<file path="config.mk">
export PLATFORM = sky130hd
export DESIGN_NAME = command_frame_tokenize_check_top_flat
export DESIGN_NICKNAME = d
export VERILOG_FILES = /design/src/design/cftc_pkg.sv /design/src/design/cftc_ifs.sv /design/src/design/command_frame_tokenize_check_top.sv /design/src/flat_wrapper.sv
export SDC_FILE = /design/constraint.sdc
export NUM_CORES = 1
export LEC_CHECK = 0
export BUFFER_PORTS_ARGS = -buffer_cell sky130_fd_sc_hd__buf_2
export CORE_ASPECT_RATIO = 1.25
export CORE_MARGIN = 5
export CORE_UTILIZATION = 50
export CTS_CLUSTER_DIAMETER = 30
export CTS_CLUSTER_SIZE = 12
export DETAILED_ROUTE_END_ITERATION = 8
export PLACE_DENSITY = 0.73
export SLEW_MARGIN = 25
export SYNTH_ARGS = -nofsm -noshare
export SYNTH_HDL_FRONTEND = slang
export SYNTH_SLANG_ARGS = --single-unit
</file>
<file path="constraint.sdc">
create_clock -name clk -period 4.6 [get_ports clk]
set_input_delay 0.23 -clock clk [delete_from_list [all_inputs] [get_ports clk]]
set_output_delay 0.23 -clock clk [all_outputs]
set_load 0.01 [all_outputs]
</file>
<file path="src/design/cftc_pkg.sv">
package cftc_pkg;

  localparam int unsigned MAX_TOKENS = 10;
  localparam int unsigned TOK_W = 4;

  localparam logic [7:0] START_BYTE_RESET = 8'h24;
  localparam logic [7:0] CH_SPACE = 8'h20;
  localparam logic [7:0] CH_STAR  = 8'h2A;
  localparam logic [7:0] CH_CARET = 8'h5E;
  localparam logic [7:0] CH_NUL   = 8'h00;

  localparam logic [TOK_W-1:0] MAX_TOK = TOK_W'(MAX_TOKENS);

  typedef enum logic [1:0] {
    PH_FIRST  = 2'd0,
    PH_TOKENS = 2'd1,
    PH_CHECK  = 2'd2,
    PH_IGNORE = 2'd3
  } phase_t;

  typedef enum logic [1:0] {
    KIND_TOKEN = 2'd0,
    KIND_SEP   = 2'd1,
    KIND_CHECK = 2'd2
  } byte_kind_t;

  typedef enum logic [1:0] {
    CK_NONE = 2'd0,
    CK_ADD  = 2'd1,
    CK_XOR  = 2'd2,
    CK_OVER = 2'd3
  } check_kind_t;

  // {valid, value}
  function automatic logic [4:0] hex_digit(input logic [7:0] c);
    logic [4:0] r;
    r = 5'd0;
    if (c >= 8'h30 && c <= 8'h39) begin
      r = {1'b1, 4'(c - 8'h30)};
    end else if (c >= 8'h41 && c <= 8'h46) begin
      r = {1'b1, 4'(c - 8'h37)};
    end else if (c >= 8'h61 && c <= 8'h66) begin
      r = {1'b1, 4'(c - 8'h57)};
    end
    return r;
  endfunction

endpackage

</file>
<file path="src/design/cftc_ifs.sv">
interface cftc_in_if;
  logic       valid;
  logic       ready;
  logic [7:0] data_byte;
  logic       frame_last;

  modport source (output valid, output data_byte, output frame_last, input ready);
  modport sink   (input valid, input data_byte, input frame_last, output ready);
endinterface

interface cftc_out_if;
  logic       valid;
  logic       ready;
  logic [3:0] token_number;
  logic [1:0] byte_kind;
  logic       frame_done;
  logic       frame_ok;
  logic [3:0] token_count;
  logic [1:0] check_kind;

  modport source (output valid, output token_number, output byte_kind, output frame_done,
                  output frame_ok, output token_count, output check_kind, input ready);
  modport sink   (input valid, input token_number, input byte_kind, input frame_done,
                  input frame_ok, input token_count, input check_kind, output ready);
endinterface

interface cftc_cfg_if;
  logic       valid;
  logic       ready;
  logic [7:0] data;

  modport source (output valid, output data, input ready);
  modport sink   (input valid, input data, output ready);
endinterface

</file>
<file path="src/design/command_frame_tokenize_check_top.sv">
// A result word is written into the output register when its byte is accepted.
// Throughput: 1 byte per cycle unless stalled; parse state and output update together.
// in_ch.ready stays high while the output register is empty or being taken.
// Reset (rst_n low, synchronous): parse state cleared, output empty, start byte 0x24.
// cfg_ch.ready is always high.
module command_frame_tokenize_check_top (
  input logic       clk,
  input logic       rst_n,
  cftc_in_if.sink   in_ch,
  cftc_out_if.source out_ch,
  cftc_cfg_if.sink  cfg_ch
);
  import cftc_pkg::*;

  logic [7:0]       start_r;
  phase_t           phase_r, phase_nxt;
  logic [7:0]       add_r, add_nxt;
  logic [7:0]       xor_r, xor_nxt;
  logic [TOK_W-1:0] toks_r, toks_nxt;
  check_kind_t      chk_r, chk_nxt;
  logic [7:0]       rcv_r, rcv_nxt;
  logic [1:0]       hexn_r, hexn_nxt;
  logic             hexbad_r, hexbad_nxt;

  logic             out_valid_r;
  logic [TOK_W-1:0] tok_num_r, tok_num_nxt;
  byte_kind_t       kind_r, kind_nxt;
  logic             done_r, ok_r, ok_nxt;
  logic [TOK_W-1:0] tcount_r, tcount_nxt;
  check_kind_t      ckind_r, ckind_nxt;

  logic             in_acc;
  logic [7:0]       b;
  logic [TOK_W-1:0] cur;
  logic [4:0]       hx;
  logic             hex_good;

  assign b      = in_ch.data_byte;
  assign in_ch.ready = !out_valid_r || out_ch.ready;
  assign in_acc = in_ch.valid && in_ch.ready;
  assign cfg_ch.ready = 1'b1;
  assign cur    = (toks_r != '0) ? toks_r - 1'b1 : '0;
  assign hx     = hex_digit(b);

  // next parse phase
  always_comb begin
    phase_nxt = phase_r;
    case (phase_r)
      PH_FIRST: phase_nxt = PH_TOKENS;
      PH_TOKENS: begin
        if (b == CH_NUL) begin
          phase_nxt = PH_IGNORE;
        end else if (b == CH_SPACE) begin
          if (toks_r >= MAX_TOK) phase_nxt = PH_IGNORE;
        end else if (b == CH_STAR || b == CH_CARET) begin
          phase_nxt = PH_CHECK;
        end
      end
      PH_CHECK:  phase_nxt = PH_CHECK;
      PH_IGNORE: phase_nxt = PH_IGNORE;
      default:   phase_nxt = PH_FIRST;
    endcase
    if (in_ch.frame_last) phase_nxt = PH_FIRST;
  end

  // datapath and result word
  always_comb begin
    add_nxt     = add_r;
    xor_nxt     = xor_r;
    toks_nxt    = toks_r;
    chk_nxt     = chk_r;
    rcv_nxt     = rcv_r;
    hexn_nxt    = hexn_r;
    hexbad_nxt  = hexbad_r;
    tok_num_nxt = cur;
    kind_nxt    = KIND_CHECK;
    case (phase_r)
      PH_FIRST: begin
        add_nxt     = start_r + b;
        xor_nxt     = start_r ^ b;
        toks_nxt    = TOK_W'(1);
        chk_nxt     = CK_NONE;
        rcv_nxt     = '0;
        hexn_nxt    = '0;
        hexbad_nxt  = 1'b0;
        tok_num_nxt = '0;
        kind_nxt    = KIND_TOKEN;
      end
      PH_TOKENS: begin
        if (b == CH_NUL) begin
          kind_nxt = KIND_CHECK;
        end else if (b == CH_SPACE) begin
          kind_nxt    = KIND_SEP;
          tok_num_nxt = toks_r;
          if (toks_r >= MAX_TOK) begin
            chk_nxt = CK_OVER;
          end else begin
            add_nxt  = add_r + b;
            xor_nxt  = xor_r ^ b;
            toks_nxt = toks_r + 1'b1;
          end
        end else if (b == CH_STAR || b == CH_CARET) begin
          chk_nxt  = (b == CH_STAR) ? CK_ADD : CK_XOR;
          kind_nxt = KIND_CHECK;
        end else begin
          add_nxt  = add_r + b;
          xor_nxt  = xor_r ^ b;
          kind_nxt = KIND_TOKEN;
        end
      end
      PH_CHECK: begin
        if (hexn_r < 2'd2) begin
          if (!hx[4]) begin
            hexbad_nxt = 1'b1;
            hexn_nxt   = 2'd2;
          end else begin
            rcv_nxt  = {rcv_r[3:0], hx[3:0]};
            hexn_nxt = hexn_r + 1'b1;
          end
        end
      end
      default: ;
    endcase

    hex_good = !hexbad_nxt && (hexn_nxt == 2'd2);
    case (chk_nxt)
      CK_NONE: ok_nxt = 1'b1;
      CK_ADD:  ok_nxt = hex_good && (rcv_nxt == add_nxt);
      CK_XOR:  ok_nxt = hex_good && (rcv_nxt == xor_nxt);
      default: ok_nxt = 1'b0;
    endcase
    if (!in_ch.frame_last) ok_nxt = 1'b0;
    tcount_nxt = ok_nxt ? toks_nxt : '0;
    ckind_nxt  = in_ch.frame_last ? chk_nxt : CK_NONE;
  end

  always_ff @(posedge clk) begin
    if (!rst_n) begin
      start_r <= START_BYTE_RESET;
    end else if (cfg_ch.valid && cfg_ch.ready) begin
      start_r <= cfg_ch.data;
    end
  end

  always_ff @(posedge clk) begin
    if (!rst_n) begin
      phase_r  <= PH_FIRST;
      add_r    <= '0;
      xor_r    <= '0;
      toks_r   <= '0;
      chk_r    <= CK_NONE;
      rcv_r    <= '0;
      hexn_r   <= '0;
      hexbad_r <= 1'b0;
    end else if (in_acc) begin
      phase_r  <= phase_nxt;
      add_r    <= add_nxt;
      xor_r    <= xor_nxt;
      toks_r   <= toks_nxt;
      chk_r    <= chk_nxt;
      rcv_r    <= rcv_nxt;
      hexn_r   <= hexn_nxt;
      hexbad_r <= hexbad_nxt;
    end
  end

  always_ff @(posedge clk) begin
    if (!rst_n) begin
      out_valid_r <= 1'b0;
    end else if (in_acc) begin
      out_valid_r <= 1'b1;
    end else if (out_ch.ready) begin
      out_valid_r <= 1'b0;
    end
  end

  always_ff @(posedge clk) begin
    if (in_acc) begin
      tok_num_r <= tok_num_nxt;
      kind_r    <= kind_nxt;
      done_r    <= in_ch.frame_last;
      ok_r      <= ok_nxt;
      tcount_r  <= tcount_nxt;
      ckind_r   <= ckind_nxt;
    end
  end

  assign out_ch.valid        = out_valid_r;
  assign out_ch.token_number = tok_num_r;
  assign out_ch.byte_kind    = kind_r;
  assign out_ch.frame_done   = done_r;
  assign out_ch.frame_ok     = ok_r;
  assign out_ch.token_count  = tcount_r;
  assign out_ch.check_kind   = ckind_r;

  a_idle_fields: assert property (@(posedge clk) disable iff (!rst_n)
    (out_valid_r && !done_r) |-> (!ok_r && tcount_r == '0 && ckind_r == CK_NONE))
    else $error("non-final word carries frame status");

  a_last_restarts: assert property (@(posedge clk) disable iff (!rst_n)
    (in_acc && in_ch.frame_last) |=> (phase_r == PH_FIRST))
    else $error("parser not back at first byte after frame end");

  a_over_fails: assert property (@(posedge clk) disable iff (!rst_n)
    (out_valid_r && ckind_r == CK_OVER) |-> !ok_r)
    else $error("overflowed frame reported ok");

  a_tok_bound: assert property (@(posedge clk) disable iff (!rst_n)
    toks_r <= MAX_TOK)
    else $error("token count beyond limit");

  a_first_tok: assert property (@(posedge clk) disable iff (!rst_n)
    (phase_r != PH_FIRST) |-> (toks_r != '0))
    else $error("open frame without a token");

endmodule

</file>
<file path="src/flat_wrapper.sv">
// flat-port wrapper written by rule: the top's interface ports become plain ports
module command_frame_tokenize_check_top_flat import cftc_pkg::*;
  (clk, rst_n, in_ch_valid, in_ch_data_byte, in_ch_frame_last, in_ch_ready, out_ch_valid, out_ch_token_number, out_ch_byte_kind, out_ch_frame_done, out_ch_frame_ok, out_ch_token_count, out_ch_check_kind, out_ch_ready, cfg_ch_valid, cfg_ch_data, cfg_ch_ready);
  cftc_in_if in_ch_i ();
  cftc_out_if out_ch_i ();
  cftc_cfg_if cfg_ch_i ();
  input logic clk;
  input logic rst_n;
  input wire logic [$bits(in_ch_i.valid)-1:0] in_ch_valid;
  input wire logic [$bits(in_ch_i.data_byte)-1:0] in_ch_data_byte;
  input wire logic [$bits(in_ch_i.frame_last)-1:0] in_ch_frame_last;
  output wire logic [$bits(in_ch_i.ready)-1:0] in_ch_ready;
  output wire logic [$bits(out_ch_i.valid)-1:0] out_ch_valid;
  output wire logic [$bits(out_ch_i.token_number)-1:0] out_ch_token_number;
  output wire logic [$bits(out_ch_i.byte_kind)-1:0] out_ch_byte_kind;
  output wire logic [$bits(out_ch_i.frame_done)-1:0] out_ch_frame_done;
  output wire logic [$bits(out_ch_i.frame_ok)-1:0] out_ch_frame_ok;
  output wire logic [$bits(out_ch_i.token_count)-1:0] out_ch_token_count;
  output wire logic [$bits(out_ch_i.check_kind)-1:0] out_ch_check_kind;
  input wire logic [$bits(out_ch_i.ready)-1:0] out_ch_ready;
  input wire logic [$bits(cfg_ch_i.valid)-1:0] cfg_ch_valid;
  input wire logic [$bits(cfg_ch_i.data)-1:0] cfg_ch_data;
  output wire logic [$bits(cfg_ch_i.ready)-1:0] cfg_ch_ready;
  assign in_ch_i.valid = in_ch_valid;
  assign in_ch_i.data_byte = in_ch_data_byte;
  assign in_ch_i.frame_last = in_ch_frame_last;
  assign in_ch_ready = in_ch_i.ready;
  assign out_ch_valid = out_ch_i.valid;
  assign out_ch_token_number = out_ch_i.token_number;
  assign out_ch_byte_kind = out_ch_i.byte_kind;
  assign out_ch_frame_done = out_ch_i.frame_done;
  assign out_ch_frame_ok = out_ch_i.frame_ok;
  assign out_ch_token_count = out_ch_i.token_count;
  assign out_ch_check_kind = out_ch_i.check_kind;
  assign out_ch_i.ready = out_ch_ready;
  assign cfg_ch_i.valid = cfg_ch_valid;
  assign cfg_ch_i.data = cfg_ch_data;
  assign cfg_ch_ready = cfg_ch_i.ready;
  command_frame_tokenize_check_top u_core (.clk(clk), .rst_n(rst_n), .in_ch(in_ch_i), .out_ch(out_ch_i), .cfg_ch(cfg_ch_i));
endmodule
</file>
==> impl_metrics.ini <==
[setup_path]
worstSetupPathType = flop to flop
cp-start-kind = flop
critical_path_arrival_ns = 4.21
crit_required_ns = 4.78
r2r_cells = 15
worstPathMaxFanout = 9
worstSetupEndpointType = flop

[pwr]
leakage_nw = 1.92
power_density_mw_per_mm2 = 272
ir_drop_v = 0.000120

[layout]
fill_cells = 830
antenna_cells = 0
multiInputGateArea_sq_mm = 0.00296
fin_cells = 700
post-route-util_pct = 56.4
regArea_sq_mm = 0.00130
final_nets = 624
syn_to_final_growth_pct = 9.86
drive_gt1_share_pct = 14.5

[floorplanning]
io_pins = 39
design.die.area_sq_mm = 0.0109
core_sq_mm = 0.00870
chipHeight_microns = 116
start_util_pct = 51.3
fp.dieW_microns = 94.5
rows = 38

[run_status]
outcome = complete, no violations

[synthesis]
syn_inst = 546
synth.lib_cells_used.distinct = 80
syn_nets = 595
synth_edf_count = 14
yosysSeqAreaShare_pct = 29.1
synth_flop_cell = dfxtp_1
asyncSetResetFlopFracSynth_pct = 0
yosysWarningCount = 0
syn_area_sq_mm = 0.00447
avgSynthCellArea_sq_um = 8.18
ys_seq_elements = 58

[clocking]
post_cts_resized = 0
cts_max_level = 3
cts_setup_buffers = 0
cts.clk_slew.worst_paths_ns = 0.07
clkLatencyLatePin_ns = 0.36
clock_sinks = 58
cts_tree = built
numCtsBuffers = 9
cts_hold_buffers = 0
clockRootBuffer = clkbuf_8
clockBufferDepth = 2

[timing]
slew_headroom_pct = 50.2
rsz0062_at_grt = no
slew_viol_final = 0
min_period_ns = 4.02
finalHoldViolCount = 0
fin_setup_tns_ns = 0
fin_crit_sh_pct = 87.4
finalClockSkew_ns = 0.0161
setup_viol = 0
setup_ws_ns = 0.578
fmax_ghz = 0.249
tightest_slew_ns = 0.741

[route]
wl_met1_mm = 5.36
drc = 0
wl_met2_mm = 6.78
vias = 4417
wl_met3_mm = 1.04
wire_per_inst_microns = 19.8
vias_per_cell = 6.31
routed_wl_mm = 13.9
drt_iter0_markers = 414
routed.top_layer = met4
dr.pass1.iters = 5
detail-route-antenna-nets = 0

[global_routing]
grt_usage_pct = 26.3
grt_pass1_wl_mm = 21.9
grt_antenna_before_repair = 0
grt.overflow.total = 0
grt_pass1_vias = 4275
grt_max_degree = 45

[job]
drv_cap = 0

[place]
portBuffers = 37
dp_slack_ns = 0.554
gp_congestion = 0.958
place_inst = 684
dp_hpwl_mm = 10.2

[min_path]
holdPathStages = 3
holdCritPathClass = input pin to flop
-- critical path, cell delays in order, from the launching register on --
cell	delay (ns)
dfxtp_1	0.54
ha_1	0.29
o31a_1	0.22
nand3_1	0.21
nand2_1	0.15
a21oi_1	0.08
nor2_1	0.31
ha_1	0.25
clkinv_1	0.26
o21ai_0	0.28
a221oi_1	0.18
nand3b_1	0.17
o2111ai_1	0.14
a2111oi_2	0.42
nand3_1	0.15
a22oi_1	0.20
-- path summary, 6_finish.rpt --
| kind | from | slack (ns) | endpoint |
|---|---|---|---|
| setup / recovery | u_core.toks_r[1] | 0.58 | u_core.out_ch.token_count[0] |
| hold / removal | cfg_ch_data[5] | 0.09 | u_core.start_r[5] |
| setup reg to reg | u_core.toks_r[1] | 0.58 | u_core.out_ch.token_count[0] |
| hold reg to reg | u_core.rcv_r[7] | 0.47 | u_core.rcv_r[7] |
-- cells by family (layout without fill, tap and decap cells) --
family / count (synthesis) / count (layout) / synth area share (%)
and+or+nand+nor: 212 / 212 / 24.4
AOI/OAI and AO/OA: 161 / 161 / 26.2
DFF: 58 / 58 / 29.1
buffers and inverters: 51 / 85 / 4.65
adders and majority gates: 27 / 27 / 7.90
xor gates and xnor gates: 18 / 18 / 3.53
muxes: 18 / 18 / 4.09
other: 1 / 1 / 0.0840
-- Yosys cell counts, drive strengths merged, types with 8 or more instances --
| master | count | area share [%] |
|---|---|---|
| dfxtp | 44 | 20 |
| buf | 9 | 1.1 |
| edfxtp | 14 | 9.4 |
| nor2 | 65 | 5.5 |
| xnor2 | 13 | 2.5 |
| a21oi | 38 | 4.3 |
| mux2i | 16 | 3.6 |
| ha | 25 | 7.0 |
| nor3 | 26 | 3.4 |
| clkbuf | 21 | 1.8 |
| o22ai | 8 | 1.1 |
| inv | 18 | 1.5 |
| a211oi | 13 | 2.8 |
| nand2 | 43 | 3.6 |
| nand3 | 15 | 1.7 |
| a31oi | 9 | 1.3 |
| a22oi | 8 | 1.3 |
| o21ai | 25 | 2.8 |
-- layer usage --
metal / vias up / track usage (%)
met3: 51 / 5.00
met1: 2061 / 30.1
li1: 2102 / -
met5: - / 0
met4: 0 / 15.3
met2: 203 / 45.3
-- power breakdown --
part           total (mW)  switching [mW]  internal, mW
logic               0.368           0.218         0.150
clock network       0.386           0.201         0.185
registers           0.581          0.0274         0.553
-- registers in the layout, summed over array words and instances, names as in the netlist --
name,cells
u_core.out_ch.token_count,4
u_core.hexn_r,2
u_core.out_ch.frame_done,1
u_core.phase_r,2
u_core.out_ch.token_number,4
u_core.toks_r,4
u_core.chk_r,2
u_core.hexbad_r,1
u_core.start_r,8
u_core.out_ch.check_kind,2
u_core.rcv_r,8
u_core.xor_r,8
u_core.out_ch.frame_ok,1
u_core.out_ch.valid,1
u_core.out_ch.byte_kind,2
u_core.add_r,8
-- metrics by stage --
stage                     hold slack [ns]  instance area (sq um)  power (mW)
after detailed placement            0.449                   4760       0.952
final                              0.0873                   4910        1.33
after global routing                0.111                   4910        1.40
after global placement              0.447                   4760       0.947
after CTS                          0.0775                   4910        1.33
after floorplan                     0.329                   4470       0.845
-- layout by cell type (no fill, tap or decap), types with 5 or more instances in the layout --
| cell type | synthesis | routed |
|---|---|---|
| o22ai_1 | 8 | 8 |
| or2_2 | 5 | 5 |
| xnor2_1 | 13 | 13 |
| inv_1 | 18 | 17 |
| a21o_1 | 5 | 5 |
| o21a_1 | 5 | 5 |
| edfxtp_1 | 14 | 14 |
| nand2b_1 | 7 | 7 |
| a22oi_1 | 8 | 8 |
| mux2i_1 | 16 | 16 |
| a21oi_1 | 38 | 38 |
| clkbuf_8 | 0 | 9 |
| nand2_1 | 43 | 43 |
| nor2b_1 | 7 | 7 |
| nand3_1 | 15 | 15 |
| buf_2 | 4 | 37 |
| nand3b_1 | 5 | 5 |
| clkinv_1 | 3 | 8 |
| a211oi_1 | 9 | 9 |
| buf_4 | 1 | 11 |
| a31oi_1 | 9 | 9 |
| and2_1 | 7 | 7 |
| o21ai_0 | 25 | 25 |
| ha_1 | 25 | 25 |
| a221oi_1 | 6 | 6 |
| nor3_1 | 23 | 23 |
| nor2_1 | 65 | 65 |
| xor2_1 | 5 | 5 |
| dfxtp_1 | 44 | 44 |
-- cell type report --
type / instances / share of cell area (%)
Sequential cell: 58 / 26.5
Multi-Input combinational cell: 437 / 60.3
Tap cell: 120 / 3.06
Clock inverter: 6 / 0.484
Clock buffer: 10 / 2.60
Inverter: 21 / 1.61
Timing Repair Buffer: 48 / 5.46
Power figures use the tool's default switching activity.
